**config.mk**
```make
export PLATFORM = sky130hd
export DESIGN_NAME = csv_record_tokenizer_top
export DESIGN_NICKNAME = d
export VERILOG_FILES = /design/src/rtl/crt_pkg.sv /design/src/rtl/crt_parser.sv /design/src/rtl/crt_out_skid.sv /design/src/rtl/csv_record_tokenizer_top.sv
export SDC_FILE = /design/constraint.sdc
export NUM_CORES = 1
export LEC_CHECK = 0
export ABC_AREA = 1
export BUFFER_PORTS_ARGS = -buffer_cell sky130_fd_sc_hd__buf_2
export CORE_MARGIN = 4
export CORE_UTILIZATION = 58
export DETAILED_ROUTE_END_ITERATION = 12
export GPL_TIMING_DRIVEN = 0
export PLACE_DENSITY_LB_ADDON = 0.15
export SLEW_MARGIN = 20
export SYNTH_ARGS = -nofsm -noshare
export SYNTH_HDL_FRONTEND = slang
export SYNTH_SLANG_ARGS = --single-unit
```
**constraint.sdc**
```tcl
create_clock -name i_clk -period 3.35 [get_ports i_clk]
set_clock_uncertainty 0.1 [all_clocks]
set_input_delay 0.1675 -clock i_clk [delete_from_list [all_inputs] [get_ports i_clk]]
set_output_delay 0.1675 -clock i_clk [all_outputs]
set_load 0.1 [all_outputs]
```
**src/rtl/crt_pkg.sv**
```systemverilog
// Shared types, character codes and result codes for the CSV record tokenizer.
package crt_pkg;

    // Default saturation limit of the per-record field counter
    localparam int MAX_FIELDS_DEF = 256;

    // Request type of one input transfer
    localparam logic REQ_DATA = 1'b0;
    localparam logic REQ_END  = 1'b1;

    // Characters with meaning to the tokenizer
    localparam logic [7:0] CH_COMMA = 8'h2C;
    localparam logic [7:0] CH_QUOTE = 8'h22;
    localparam logic [7:0] CH_LF    = 8'h0A;
    localparam logic [7:0] CH_CR    = 8'h0D;

    typedef enum logic [2:0] {
        MODE_FIELD      = 3'd0,
        MODE_QUOTED     = 3'd1,
        MODE_QUOTE_SEEN = 3'd2,
        MODE_CR_SEEN    = 3'd3,
        MODE_DROP       = 3'd4
    } t_mode;

    typedef enum logic [1:0] {
        K_DATA       = 2'd0,
        K_FIELD_END  = 2'd1,
        K_RECORD_END = 2'd2,
        K_ERROR      = 2'd3
    } t_kind;

    typedef enum logic [2:0] {
        ERR_AFTER_QUOTE = 3'd0,
        ERR_CR_NO_LF    = 3'd1,
        ERR_QUOTE_MID   = 3'd2,
        ERR_UNCLOSED    = 3'd3,
        ERR_COUNT       = 3'd4,
        ERR_EMPTY       = 3'd5
    } t_err;

    // One result item
    typedef struct packed {
        t_kind       kind;
        logic [7:0]  out_byte;
        t_err        error_code;
        logic [8:0]  field_count;
    } t_result;

endpackage

```
**src/rtl/crt_parser.sv**
```systemverilog
// Parser state and per-byte next-state logic of the CSV record tokenizer.
module crt_parser
    import crt_pkg::*;
#(
    parameter int MAX_FIELDS = MAX_FIELDS_DEF
) (
    input  logic       i_clk,
    input  logic       i_rst_n,
    input  logic       i_accept,
    input  logic       i_req_type,
    input  logic [7:0] i_data_byte,
    output logic       o_res_valid,
    output t_result    o_res
);

    localparam int CW = $clog2(MAX_FIELDS + 1);

    t_mode         r_mode, n_mode;
    logic          r_has_data, n_has_data;
    logic          r_line, n_line;
    logic [CW-1:0] r_count, n_count;
    logic [CW-1:0] r_expected, n_expected;
    logic          r_header, n_header;

    logic [CW-1:0] count_inc;
    logic [CW+8:0] count_ext;
    logic [8:0]    count_out;
    logic          mismatch;
    logic          do_fld;
    logic          do_rec;
    logic          do_err;
    t_err          err_code;

    // Saturating count after closing the current field
    assign count_inc = (r_count < CW'(MAX_FIELDS)) ? r_count + CW'(1) : r_count;
    assign count_ext = {9'd0, count_inc};
    assign count_out = count_ext[8:0];
    assign mismatch  = r_header && (count_inc != r_expected);

    // Next state and result for the byte in transfer
    always_comb begin
        n_mode      = r_mode;
        n_has_data  = r_has_data;
        n_line      = r_line;
        n_count     = r_count;
        n_expected  = r_expected;
        n_header    = r_header;
        o_res_valid = 1'b0;
        o_res       = '0;
        do_fld      = 1'b0;
        do_rec      = 1'b0;
        do_err      = 1'b0;
        err_code    = ERR_AFTER_QUOTE;

        if (i_accept && i_req_type == REQ_END) begin
            // End of input: report what is open, then return to reset state
            n_mode     = MODE_FIELD;
            n_has_data = 1'b0;
            n_line     = 1'b0;
            n_count    = '0;
            n_expected = '0;
            n_header   = 1'b0;
            unique case (r_mode)
                MODE_DROP: begin
                end
                MODE_QUOTED: begin
                    o_res_valid      = 1'b1;
                    o_res.kind       = K_ERROR;
                    o_res.error_code = ERR_UNCLOSED;
                end
                MODE_CR_SEEN: begin
                    o_res_valid      = 1'b1;
                    o_res.kind       = K_ERROR;
                    o_res.error_code = ERR_CR_NO_LF;
                end
                MODE_FIELD, MODE_QUOTE_SEEN: begin
                    if (r_line) begin
                        o_res_valid = 1'b1;
                        if (mismatch) begin
                            o_res.kind       = K_ERROR;
                            o_res.error_code = ERR_COUNT;
                        end else begin
                            o_res.kind        = K_RECORD_END;
                            o_res.field_count = count_out;
                        end
                    end else if (!r_header) begin
                        o_res_valid      = 1'b1;
                        o_res.kind       = K_ERROR;
                        o_res.error_code = ERR_EMPTY;
                    end
                end
                default: begin
                end
            endcase
        end else if (i_accept) begin
            unique case (r_mode)
                MODE_DROP: begin
                end
                MODE_CR_SEEN: begin
                    if (i_data_byte == CH_LF) begin
                        do_rec = 1'b1;
                    end else begin
                        do_err   = 1'b1;
                        err_code = ERR_CR_NO_LF;
                    end
                end
                MODE_QUOTED: begin
                    if (i_data_byte == CH_QUOTE) begin
                        n_mode = MODE_QUOTE_SEEN;
                    end else begin
                        o_res_valid    = 1'b1;
                        o_res.kind     = K_DATA;
                        o_res.out_byte = i_data_byte;
                    end
                end
                MODE_QUOTE_SEEN: begin
                    if (i_data_byte == CH_QUOTE) begin
                        // doubled quote stands for one quote
                        n_mode         = MODE_QUOTED;
                        o_res_valid    = 1'b1;
                        o_res.kind     = K_DATA;
                        o_res.out_byte = i_data_byte;
                    end else if (i_data_byte == CH_COMMA) begin
                        n_mode      = MODE_FIELD;
                        do_fld      = 1'b1;
                        o_res_valid = 1'b1;
                        o_res.kind  = K_FIELD_END;
                    end else if (i_data_byte == CH_LF) begin
                        do_rec = 1'b1;
                    end else if (i_data_byte == CH_CR) begin
                        n_mode = MODE_CR_SEEN;
                    end else begin
                        do_err   = 1'b1;
                        err_code = ERR_AFTER_QUOTE;
                    end
                end
                MODE_FIELD: begin
                    if (i_data_byte == CH_LF) begin
                        do_rec = 1'b1;
                    end else if (i_data_byte == CH_CR) begin
                        n_mode = MODE_CR_SEEN;
                    end else begin
                        n_line = 1'b1;
                        if (i_data_byte == CH_COMMA) begin
                            do_fld      = 1'b1;
                            o_res_valid = 1'b1;
                            o_res.kind  = K_FIELD_END;
                        end else if (i_data_byte == CH_QUOTE) begin
                            if (r_has_data) begin
                                do_err   = 1'b1;
                                err_code = ERR_QUOTE_MID;
                            end else begin
                                n_mode = MODE_QUOTED;
                            end
                        end else begin
                            n_has_data     = 1'b1;
                            o_res_valid    = 1'b1;
                            o_res.kind     = K_DATA;
                            o_res.out_byte = i_data_byte;
                        end
                    end
                end
                default: begin
                end
            endcase

            // Close a field on comma
            if (do_fld) begin
                n_count    = count_inc;
                n_has_data = 1'b0;
            end

            // Raise an error and drop input until end of input
            if (do_err) begin
                n_mode           = MODE_DROP;
                o_res_valid      = 1'b1;
                o_res.kind       = K_ERROR;
                o_res.error_code = err_code;
            end

            // Close a record on line end; skip empty lines
            if (do_rec) begin
                n_mode     = MODE_FIELD;
                n_has_data = 1'b0;
                n_line     = 1'b0;
                n_count    = '0;
                if (r_line) begin
                    o_res_valid = 1'b1;
                    if (mismatch) begin
                        n_mode           = MODE_DROP;
                        n_line           = r_line;
                        n_count          = count_inc;
                        o_res.kind       = K_ERROR;
                        o_res.error_code = ERR_COUNT;
                    end else begin
                        o_res.kind        = K_RECORD_END;
                        o_res.field_count = count_out;
                        if (!r_header) begin
                            n_header   = 1'b1;
                            n_expected = count_inc;
                        end
                    end
                end
            end
        end
    end

    // Hold parser state; advance on each transfer
    always_ff @(posedge i_clk) begin
        if (!i_rst_n) begin
            r_mode     <= MODE_FIELD;
            r_has_data <= 1'b0;
            r_line     <= 1'b0;
            r_count    <= '0;
            r_expected <= '0;
            r_header   <= 1'b0;
        end else begin
            r_mode     <= n_mode;
            r_has_data <= n_has_data;
            r_line     <= n_line;
            r_count    <= n_count;
            r_expected <= n_expected;
            r_header   <= n_header;
        end
    end

    // An error on a data byte leaves the parser dropping input
    a_err_drop: assert property (@(posedge i_clk) disable iff (!i_rst_n)
        (o_res_valid && o_res.kind == K_ERROR && i_req_type == REQ_DATA) |=>
        (r_mode == MODE_DROP))
        else $error("error result did not enter drop mode");

    // End of input returns the parser to its reset state
    a_end_reset: assert property (@(posedge i_clk) disable iff (!i_rst_n)
        (i_accept && i_req_type == REQ_END) |=>
        (r_mode == MODE_FIELD && !r_header && r_count == '0 && !r_line))
        else $error("end of input did not reset parser");

    // A reported record always holds at least one field
    a_rec_nonzero: assert property (@(posedge i_clk) disable iff (!i_rst_n)
        (o_res_valid && o_res.kind == K_RECORD_END) |-> (count_inc != '0))
        else $error("record end with zero fields");

endmodule

```
**src/rtl/crt_out_skid.sv**
```systemverilog
// Output register with a skid stage for the tokenizer result channel.
module crt_out_skid
    import crt_pkg::*;
(
    input  logic    i_clk,
    input  logic    i_rst_n,
    input  logic    i_push,
    input  t_result i_push_res,
    input  logic    i_out_stall,
    output logic    o_out_valid,
    output t_result o_out_res,
    output logic    o_full
);

    logic    r_out_vld;
    logic    r_skid_vld;
    t_result r_out_res;
    t_result r_skid_res;
    logic    take;

    assign take        = r_out_vld && !i_out_stall;
    assign o_out_valid = r_out_vld;
    assign o_out_res   = r_out_res;
    assign o_full      = r_skid_vld;

    // Move results: skid drains first, new results fill the free slot
    always_ff @(posedge i_clk) begin
        if (!i_rst_n) begin
            r_out_vld  <= 1'b0;
            r_skid_vld <= 1'b0;
        end else if (r_skid_vld) begin
            if (take) begin
                r_out_vld  <= 1'b1;
                r_skid_vld <= 1'b0;
            end
        end else if (i_push && (!r_out_vld || take)) begin
            r_out_vld <= 1'b1;
        end else if (i_push) begin
            r_skid_vld <= 1'b1;
        end else if (take) begin
            r_out_vld <= 1'b0;
        end
    end

    // Payload registers
    always_ff @(posedge i_clk) begin
        if (r_skid_vld) begin
            if (take) begin
                r_out_res <= r_skid_res;
            end
        end else if (i_push && (!r_out_vld || take)) begin
            r_out_res <= i_push_res;
        end else if (i_push) begin
            r_skid_res <= i_push_res;
        end
    end

    // Skid holds a result only behind a waiting output
    a_skid_behind: assert property (@(posedge i_clk) disable iff (!i_rst_n)
        r_skid_vld |-> r_out_vld)
        else $error("skid valid with empty output register");

    // No new result arrives while the skid stage is full
    a_no_overrun: assert property (@(posedge i_clk) disable iff (!i_rst_n)
        i_push |-> !r_skid_vld)
        else $error("result pushed into full skid stage");

    // Output empties only after a transfer
    a_fall_take: assert property (@(posedge i_clk) disable iff (!i_rst_n)
        $fell(r_out_vld) |-> $past(take))
        else $error("output valid dropped without transfer");

endmodule

```
**src/rtl/csv_record_tokenizer_top.sv**
```systemverilog
// A result is registered: it enters the output register, or the skid stage behind a held output.
// The input takes one byte per cycle while not stalled, also bytes that cause no result.
// The input stalls only while the output skid stage is full behind a stalled output.
// Reset is synchronous, active low: parser returns to field start, header and counts
// clear, and both output slots empty.
module csv_record_tokenizer_top
    import crt_pkg::*;
#(
    parameter int MAX_FIELDS = MAX_FIELDS_DEF
) (
    input  logic       i_clk,
    input  logic       i_rst_n,
    input  logic       i_in_valid,
    output logic       o_in_stall,
    input  logic       i_req_type,
    input  logic [7:0] i_data_byte,
    output logic       o_out_valid,
    input  logic       i_out_stall,
    output logic [1:0] o_kind,
    output logic [7:0] o_out_byte,
    output logic [2:0] o_error_code,
    output logic [8:0] o_field_count
);

    logic    accept;
    logic    res_valid;
    t_result res;
    t_result out_res;
    logic    full;

    assign o_in_stall = full;
    assign accept     = i_in_valid && !full;

    crt_parser #(
        .MAX_FIELDS (MAX_FIELDS)
    ) u_parser (
        .i_clk       (i_clk),
        .i_rst_n     (i_rst_n),
        .i_accept    (accept),
        .i_req_type  (i_req_type),
        .i_data_byte (i_data_byte),
        .o_res_valid (res_valid),
        .o_res       (res)
    );

    crt_out_skid u_out (
        .i_clk       (i_clk),
        .i_rst_n     (i_rst_n),
        .i_push      (res_valid),
        .i_push_res  (res),
        .i_out_stall (i_out_stall),
        .o_out_valid (o_out_valid),
        .o_out_res   (out_res),
        .o_full      (full)
    );

    assign o_kind        = out_res.kind;
    assign o_out_byte    = out_res.out_byte;
    assign o_error_code  = out_res.error_code;
    assign o_field_count = out_res.field_count;

endmodule

```
==> report_table.html, run 1 <==
<table>
<tr><th>Metric</th><th>Value</th></tr>
<tr><th colspan="2">Routing</th></tr>
<tr><td>Sum of routed wire length over all layers</td><td>8580 um</td></tr>
<tr><td>Initial drt markers</td><td>319</td></tr>
<tr><td>Post-route antenna net violation count</td><td>0</td></tr>
<tr><td>DRC violation count after routing</td><td>0</td></tr>
<tr><td>Vias/cell</td><td>5.62</td></tr>
<tr><td>Number of vias after detailed routing</td><td>3,173</td></tr>
<tr><td>Wire length per cell</td><td>15.2 um</td></tr>
<tr><td>Pre-antenna DRT Iters</td><td>5</td></tr>
<tr><th colspan="2">STA</th></tr>
<tr><td>Post-route minimum period</td><td>3.02 ns</td></tr>
<tr><td>Total Negative Setup Slacks</td><td>0 ns</td></tr>
<tr><td>Number of setup violations in the final report</td><td>0</td></tr>
<tr><td>Ratio of final minimum period to clock period</td><td>90.1%</td></tr>
<tr><td>Transition time at the pin with the least slew margin</td><td>0.891 ns</td></tr>
<tr><td>RSZ-0062 raised after global routing</td><td>false</td></tr>
<tr><td>Worst slew slack as a fraction of its limit</td><td>40.6%</td></tr>
<tr><td>Hold_ws</td><td>0.0698 ns</td></tr>
<tr><td>Fin. max-slew vios</td><td>0</td></tr>
<tr><td>Peak clock frequency supported by timing</td><td>0.331 GHz</td></tr>
<tr><td>Number of endpoints with negative hold slack in the final report</td><td>0</td></tr>
<tr><td>Setup WS post-layout</td><td>0.333 ns</td></tr>
<tr><th colspan="2">Global routing</th></tr>
<tr><td>Pin count of the biggest net entering global routing</td><td>23</td></tr>
<tr><td>Residual overflow from global routing</td><td>0</td></tr>
<tr><td>Number of antenna violations at the first check in global routing</td><td>0</td></tr>
<tr><td>Wire length of the first global-routing pass</td><td>14,600 um</td></tr>
<tr><td>Via count of the first global-routing pass</td><td>3,069</td></tr>
<tr><td>All-layer global routing usage</td><td>25.6%</td></tr>
<tr><th colspan="2">Cells and area</th></tr>
<tr><td>Area overhead of the layout relative to synthesis</td><td>15.6%</td></tr>
<tr><td>Fillcell total</td><td>434</td></tr>
<tr><td>Antenna diode count</td><td>0</td></tr>
<tr><td>Core occupancy in the finished layout</td><td>71.0%</td></tr>
<tr><td>Total area of multi-input combinational cells</td><td>0.00138 sq mm</td></tr>
<tr><td>Area taken by flip-flops and latches</td><td>0.00184 sq mm</td></tr>
<tr><td>Layout cells sized above 1</td><td>13.6%</td></tr>
<tr><td>Total non-filler cell area in the finished layout</td><td>0.00400 sq mm</td></tr>
<tr><td>Cell Count, Final, Fillers Out</td><td>565</td></tr>
<tr><td>Number of nets in the finished design</td><td>502</td></tr>
<tr><th colspan="2">Power and ir drop</th></tr>
<tr><td>Peak supply drop</td><td>0.338 mV</td></tr>
<tr><td>Switching power share of the total</td><td>30.9%</td></tr>
<tr><td>Total net switching power</td><td>717 uW</td></tr>
<tr><td>Proportion of power drawn by the clock network</td><td>39.2%</td></tr>
<tr><td>Leak pwr</td><td>1.78 nW</td></tr>
<tr><td>Total power after layout</td><td>2.32 mW</td></tr>
<tr><td>Internal power consumption</td><td>1.60 mW</td></tr>
<tr><td>Combinational cell fraction of total power</td><td>18.2%</td></tr>
<tr><td>Cell area power density</td><td>579 mW/mm^2</td></tr>
<tr><td>Part of the total power dissipated in sequential elements</td><td>42.6%</td></tr>
<tr><th colspan="2">Floorplan</th></tr>
<tr><td>Die height</td><td>85.3 um</td></tr>
<tr><td>Number of ports placed on the die boundary</td><td>37</td></tr>
<tr><td>Placeable core area</td><td>0.00564 sq mm</td></tr>
<tr><td>Rows</td><td>27</td></tr>
<tr><td>Die footprint</td><td>0.00727 sq mm</td></tr>
<tr><td>Die width</td><td>85.3 um</td></tr>
<tr><td>Initial Utilization</td><td>61.4%</td></tr>
<tr><th colspan="2">Yosys</th></tr>
<tr><td>Total of warnings raised by yosys</td><td>0</td></tr>
<tr><td>Area fraction of the dominant cell type after synthesis</td><td>38.2%</td></tr>
<tr><td>Most area-hungry cell type in the Yosys netlist</td><td>edfxtp_1</td></tr>
<tr><td>Basic-gate share of the synthesized area counting and, or, nand and nor cells</td><td>30.3%</td></tr>
<tr><td>Post-synthesis sequential element count</td><td>70</td></tr>
<tr><td>Share of synthesized area occupied by flip-flops and latches</td><td>53.2%</td></tr>
<tr><td>Most instantiated flip-flop cell in the synthesis netlist</td><td>edfxtp_1</td></tr>
<tr><td>Distinct cell type count after synthesis</td><td>31</td></tr>
<tr><td>Area of the mapped netlist</td><td>0.00346 sq mm</td></tr>
<tr><td>Area fraction in compound gates after synthesis</td><td>9.29%</td></tr>
<tr><td>Synth area leaders</td><td>edfxtp_1 (38%), dfxtp_1 (15%), nand2_1 (15%)</td></tr>
<tr><td>Share of synthesized area spent on multiplexers</td><td>0%</td></tr>
<tr><td>Number of enable-type register cells in the synthesized netlist</td><td>44</td></tr>
<tr><td>Post-Synth XOR/XNOR Area</td><td>0%</td></tr>
<tr><td>Synth async-reset ratio</td><td>0%</td></tr>
<tr><td>Syn avg cell area</td><td>7.87 sq um</td></tr>
<tr><td>Synthesized Nets</td><td>454</td></tr>
<tr><td>Share of synthesized cell area in full adder, half adder and majority cells</td><td>0.361%</td></tr>
<tr><td>Synthesized instance count</td><td>440</td></tr>
<tr><td>Combinational family with the most area after synthesis</td><td>simple AND/OR/NAND/NOR gates</td></tr>
<tr><th colspan="2">Setup path</th></tr>
<tr><td>Largest stage delay on the critical path</td><td>0.73 ns</td></tr>
<tr><td>WP data arrival</td><td>2.90 ns</td></tr>
<tr><td>Startpoint type of the worst setup path</td><td>flop</td></tr>
<tr><td>Most repeated library cell on the critical path</td><td>inv_1</td></tr>
<tr><td>Category of the most critical setup path</td><td>reg -&gt; reg</td></tr>
<tr><td>Worst-path cell with the longest stage delay</td><td>a21o_1</td></tr>
<tr><td>Required time at the endpoint of the critical path</td><td>3.23 ns</td></tr>
<tr><td>Endpoint kind of the worst setup timing path</td><td>flop</td></tr>
<tr><td>Crit path max fanout</td><td>22</td></tr>
<tr><td>List of cells traversed by the critical path</td><td>inv_1 -&gt; nand2_2 -&gt; nor2_1 -&gt; inv_1 -&gt; clkbuf_1 -&gt; a21oi_1 -&gt; o21ai_0 -&gt; nand3_1 -&gt; a21o_1</td></tr>
<tr><th colspan="2">Placed design</th></tr>
<tr><td>IO buf count</td><td>36</td></tr>
<tr><td>Worst-case setup slack after placement</td><td>0.392 ns</td></tr>
<tr><td>Detailed Place HPWL</td><td>5970 um</td></tr>
<tr><td>Number of placed cells counting well taps</td><td>548</td></tr>
<tr><td>Final RePlAce weighted congestion</td><td>0.875</td></tr>
<tr><td>Area after DPL</td><td>0.00373 sq mm</td></tr>
<tr><th colspan="2">Clock network</th></tr>
<tr><td>CTS H-tree depth</td><td>3</td></tr>
<tr><td>Buffer levels on the longest clock path</td><td>2</td></tr>
<tr><td>Number of buffers created by CTS</td><td>9</td></tr>
<tr><td>Worst-Skew Late Latency</td><td>0.35 ns</td></tr>
<tr><td>TritonCTS Sinks</td><td>70</td></tr>
<tr><td>CTS tree</td><td>yes</td></tr>
<tr><td>Clock transition time at the flip-flop clock pins of the worst setup and hold paths</td><td>0.08 ns</td></tr>
<tr><td>Post_cts resized</td><td>0</td></tr>
<tr><td>CTS Root Cell</td><td>clkbuf_8</td></tr>
<tr><th colspan="2">Status</th></tr>
<tr><td>Status</td><td>complete, no violations</td></tr>
<tr><th colspan="2">Min path</th></tr>
<tr><td>Min-delay worst type</td><td>in -&gt; reg</td></tr>
<tr><th colspan="2">Run</th></tr>
<tr><td>Number of max-cap violations</td><td>0</td></tr>
</table>
[cell type report]
type	count	share of cell area, %
sequential	70	46.0
multi-input combinational	310	34.5
inverter	53	4.97
timing repair buffer	37	4.75
clock inverter	6	3.34
clock buffer	10	3.19
tap	72	2.25
buffer	7	0.969
[synthesized netlist by cell type, types with 2 or more instances]
| master | number |
|---|---|
| nand3_1 | 32 |
| nor2_1 | 59 |
| inv_2 | 4 |
| nand2_2 | 4 |
| o21bai_1 | 3 |
| o22ai_1 | 3 |
| a21oi_1 | 18 |
| nand2_1 | 138 |
| dfxtp_1 | 26 |
| edfxtp_1 | 44 |
| o21ai_0 | 29 |
| inv_1 | 49 |
| clkbuf_1 | 4 |
| nand4_1 | 5 |
| nand3b_1 | 2 |
| nor3_1 | 5 |
[cells in the final DEF, fill, tap and decap left out, drive strengths merged]
cell,netlist,layout
dlygate4sd3,0,1
o211ai,1,1
o22ai,3,3
nand4,5,5
nor2,60,60
inv,53,53
o21a,1,1
nand3,34,34
o21ai,30,30
a211oi,1,1
a21oi,18,18
clkbuf,4,14
buf,3,39
a31oi,1,1
a21o,1,1
nand3b,2,2
dfxtp,26,26
ha,1,1
clkinv,0,2
nor4,1,1
and3,1,1
nor3,5,5
o21bai,3,3
nand2,142,142
bufinv,0,4
edfxtp,44,44
[worst paths after layout]
check                                      startpoint                             endpoint  slack [ns]  depth (start not counted)
hold reg to reg   u_parser.r_expected[1]$_SDFFE_PP0P_  u_parser.r_expected[1]$_SDFFE_PP0P_        0.38                          2
setup reg to reg              u_out.o_full$_SDFF_PN0_        u_out.o_out_res[11]$_DFFE_PP_        0.33                          9
setup / recovery              u_out.o_full$_SDFF_PN0_        u_out.o_out_res[11]$_DFFE_PP_        0.33                          9
hold / removal                         i_data_byte[6]       u_out.r_skid_res[18]$_DFFE_PP_        0.07                          3
[sequential cells by signal, indices dropped and copies added (netlist names)]
| register | count |
|---|---|
| u_parser.r_line | 1 |
| u_out.r_skid_res | 22 |
| u_out.o_out_valid | 1 |
| u_parser.r_count | 9 |
| u_out.o_out_res | 22 |
| u_parser.r_has_data | 1 |
| u_parser.r_header | 1 |
| u_parser.r_expected | 9 |
| u_out.o_full | 1 |
| u_parser.r_mode | 3 |
[routing by layer]
layer / track usage (%) / part of all wire, % / up-vias
li1: - / - / 1541
met1: 35.0 / 43 / 1470
met2: 41.5 / 48 / 148
met3: 4.66 / 7.9 / 14
met4: 8.06 / 1.6 / 0
met5: 0 / 0 / -
[cell families after synthesis]
group	after synthesis
buffers and inverters	60
adder cells (fa/ha/maj)	1
AO/OA/AOI/OAI	59
AND/OR/NAND/NOR	250
flip-flops	70
[repair_timing]
item,in CTS,in global routing
hold buffers,1,0
hold endpoints to repair,2,0
setup buffers,0,0
[power by group through the flow]
stage	clock network [mW]	registers (mW)	logic [mW]
2_1_floorplan	0	1.25	0.101
3_3_place_gp	0	1.00	0.411
3_5_place_dp	0	1.01	0.419
4_1_cts	0.911	0.988	0.422
5_1_grt	0.950	0.991	0.445
6_report	0.910	0.987	0.422
[worst max-delay path, delay by kind of cell, from the launching register on]
kind                   cells  cell delay, ns
AOI/OAI and AO/OA          3            1.23
and+or+nand+nor            3            0.48
buffers and inverters      3            0.44
DFF                        1            0.40
Note: power is estimated with default switching activity, not from simulation.
==> run 2: changes to the inputs <==
- CORE_UTILIZATION: 58 -> 34
==> run 2 against run 1 <==
Against the previous run: sequential power decreased by 0.5%; core utilization decreased by 30 points; routed wire length decreased by 11%; die area increased by 63%; via count decreased by 8.4%; sequential share of layout area decreased by 0.057 points; combinational power decreased by 2%; critical path depth increased by 1; critical path type unchanged; largest power group unchanged.
==> report_table.html, run 2 (synthesis gave the netlist of run 1 again) <==
<table>
<tr><th>Metric</th><th>Value</th></tr>
<tr><th colspan="2">Status</th></tr>
<tr><td>Status</td><td>complete, no violations</td></tr>
<tr><th colspan="2">Power and ir drop</th></tr>
<tr><td>Peak supply drop</td><td>0.232 mV</td></tr>
<tr><td>Leak pwr</td><td>1.73 nW</td></tr>
<tr><td>Cell area power density</td><td>509 mW/mm^2</td></tr>
<tr><th colspan="2">Routing</th></tr>
<tr><td>Pre-antenna DRT Iters</td><td>4</td></tr>
<tr><td>Wire length per cell</td><td>12.1 um</td></tr>
<tr><td>Initial drt markers</td><td>248</td></tr>
<tr><td>Sum of routed wire length over all layers</td><td>7600 um</td></tr>
<tr><td>Number of vias after detailed routing</td><td>2,907</td></tr>
<tr><td>Vias/cell</td><td>4.64</td></tr>
<tr><td>DRC violation count after routing</td><td>0</td></tr>
<tr><td>Post-route antenna net violation count</td><td>0</td></tr>
<tr><th colspan="2">Clock network</th></tr>
<tr><td>TritonCTS Sinks</td><td>70</td></tr>
<tr><td>CTS Root Cell</td><td>clkbuf_8</td></tr>
<tr><td>CTS tree</td><td>yes</td></tr>
<tr><td>Clock transition time at the flip-flop clock pins of the worst setup and hold paths</td><td>0.08 ns</td></tr>
<tr><td>Number of buffers created by CTS</td><td>9</td></tr>
<tr><td>CTS H-tree depth</td><td>3</td></tr>
<tr><td>Post-CTS setup repair buffer count</td><td>0</td></tr>
<tr><td>Buffer levels on the longest clock path</td><td>2</td></tr>
<tr><td>Worst-Skew Late Latency</td><td>0.35 ns</td></tr>
<tr><th colspan="2">STA</th></tr>
<tr><td>Hold_ws</td><td>0.0718 ns</td></tr>
<tr><td>Ratio of final minimum period to clock period</td><td>85.0%</td></tr>
<tr><td>Peak clock frequency supported by timing</td><td>0.351 GHz</td></tr>
<tr><td>Transition time at the pin with the least slew margin</td><td>0.611 ns</td></tr>
<tr><td>Fin. max-slew vios</td><td>0</td></tr>
<tr><td>Post-route minimum period</td><td>2.85 ns</td></tr>
<tr><td>Worst slew slack as a fraction of its limit</td><td>59.1%</td></tr>
<tr><td>Number of endpoints with negative hold slack in the final report</td><td>0</td></tr>
<tr><td>Total Negative Setup Slacks</td><td>0 ns</td></tr>
<tr><td>Number of setup violations in the final report</td><td>0</td></tr>
<tr><td>RSZ-0062 raised after global routing</td><td>false</td></tr>
<tr><th colspan="2">Global routing</th></tr>
<tr><td>Wire length of the first global-routing pass</td><td>13,300 um</td></tr>
<tr><td>Residual overflow from global routing</td><td>0</td></tr>
<tr><td>All-layer global routing usage</td><td>14.3%</td></tr>
<tr><td>Pin count of the biggest net entering global routing</td><td>23</td></tr>
<tr><td>Via count of the first global-routing pass</td><td>2,743</td></tr>
<tr><td>Number of antenna violations at the first check in global routing</td><td>0</td></tr>
<tr><th colspan="2">Setup path</th></tr>
<tr><td>List of cells traversed by the critical path</td><td>inv_1 -&gt; nand2_2 -&gt; nor2_1 -&gt; inv_1 -&gt; clkbuf_1 -&gt; a21oi_1 -&gt; o21ai_0 -&gt; nand3_1 -&gt; nand2_1 -&gt; clkinvlp_4</td></tr>
<tr><td>Category of the most critical setup path</td><td>reg -&gt; reg</td></tr>
<tr><td>Required time at the endpoint of the critical path</td><td>3.19 ns</td></tr>
<tr><td>Worst-path cell with the longest stage delay</td><td>dfxtp_1</td></tr>
<tr><td>WP data arrival</td><td>2.69 ns</td></tr>
<tr><td>Crit path max fanout</td><td>22</td></tr>
<tr><td>Endpoint kind of the worst setup timing path</td><td>flop</td></tr>
<tr><td>Most repeated library cell on the critical path</td><td>inv_1</td></tr>
<tr><td>Largest stage delay on the critical path</td><td>0.45 ns</td></tr>
<tr><td>Startpoint type of the worst setup path</td><td>flop</td></tr>
<tr><th colspan="2">Floorplan</th></tr>
<tr><td>Die footprint</td><td>0.0119 sq mm</td></tr>
<tr><td>Rows</td><td>36</td></tr>
<tr><td>Placeable core area</td><td>0.00986 sq mm</td></tr>
<tr><td>Initial Utilization</td><td>35.1%</td></tr>
<tr><td>Die height</td><td>109 um</td></tr>
<tr><td>Die width</td><td>109 um</td></tr>
<tr><td>Number of ports placed on the die boundary</td><td>37</td></tr>
<tr><th colspan="2">Cells and area</th></tr>
<tr><td>Layout cells sized above 1</td><td>14.2%</td></tr>
<tr><td>Cell Count, Final, Fillers Out</td><td>626</td></tr>
<tr><td>Most frequent standard cell in the layout excluding fill and tap cells</td><td>nand2_1</td></tr>
<tr><td>Antenna diode count</td><td>0</td></tr>
<tr><td>Area overhead of the layout relative to synthesis</td><td>15.8%</td></tr>
<tr><td>Commonest cells after routing, fill and taps aside</td><td>nand2_1 (138), nor2_1 (59), inv_1 (48)</td></tr>
<tr><td>Number of nets in the finished design</td><td>502</td></tr>
<tr><td>Core occupancy in the finished layout</td><td>40.6%</td></tr>
<tr><th colspan="2">Placed design</th></tr>
<tr><td>IO buf count</td><td>36</td></tr>
<tr><td>Number of placed cells counting well taps</td><td>609</td></tr>
<tr><td>Final RePlAce weighted congestion</td><td>0.873</td></tr>
<tr><td>Detailed Place HPWL</td><td>5810 um</td></tr>
<tr><th colspan="2">Min path</th></tr>
<tr><td>Min-delay worst type</td><td>in -&gt; reg</td></tr>
<tr><th colspan="2">Run</th></tr>
<tr><td>Number of max-cap violations</td><td>0</td></tr>
</table>
[run 2: changes by cell type in the layout (fill, tap and decap cells not counted)]
cell,before,now
a21o_1,1,0
a21o_2,0,1
bufinv_16,4,0
clkbuf_1,5,4
clkinv_2,1,0
clkinvlp_4,0,3
inv_1,49,48
inv_6,0,3
inv_8,0,1
[run 2: layout make-up]
type / count / area, sq um
inverter: 53 / 203
multi-input combinational: 310 / 1380
fill: 1045 / 5860
tap: 133 / 166
sequential: 70 / 1840
clock buffer: 9 / 124
buffer: 7 / 38.8
timing repair buffer: 37 / 190
clock inverter: 7 / 61.3
[run 2: path summary, 6_finish.rpt]
kind | startpoint | to | slack [ns] | cells after the start
setup reg to reg | u_out.o_full$_SDFF_PN0_ | u_out.r_skid_res[12]$_DFFE_PP_ | 0.50 | 10
hold reg to reg | u_parser.r_expected[1]$_SDFFE_PP0P_ | u_parser.r_expected[1]$_SDFFE_PP0P_ | 0.39 | 2
hold / removal | i_out_stall | u_out.o_full$_SDFF_PN0_ | 0.07 | 5
setup / recovery | u_out.o_full$_SDFF_PN0_ | u_out.r_skid_res[12]$_DFFE_PP_ | 0.50 | 10
[run 2: power by group]
group	total (mW)	internal, mW	leakage, nW	switching [mW]
registers	0.982	0.969	0.642	0.0137
clock network	0.644	0.283	0.0888	0.361
logic	0.414	0.0618	1.00	0.352
total	2.04	1.31	1.73	0.728
[run 2: per-layer routing]
metal / GRT usage [%] / wire [um]
met1: 20.9 / 3920
met2: 20.8 / 3230
met3: 3.37 / 372
met4: 4.33 / 85
met5: 0 / 0
[run 2: repair_timing]
| item | in CTS | in global routing |
|---|---|---|
| hold buffers | 1 | 0 |
| resized for setup | 0 | 2 |
| endpoints found under the setup margin | 0 | 44 |
| hold endpoints to repair | 2 | 0 |
[run 2: through the flow]
stage | area [sq um] | power [mW] | setup WS (ns)
after global placement | 3810 | 1.42 | 0.205
final | 4010 | 2.04 | 0.503
after detailed placement | 3810 | 1.42 | 0.236
after global routing | 4010 | 2.14 | 0.143
after CTS | 4000 | 2.06 | 0.214
after floorplan | 3460 | 1.35 | 0.484
[run 2: worst max-delay path, delay by kind of cell, from the launching register on]
kind	cells	cell delay, ns
compound gates	2	0.36
flops	1	0.45
simple gates	4	0.61
buf+inv	4	0.93
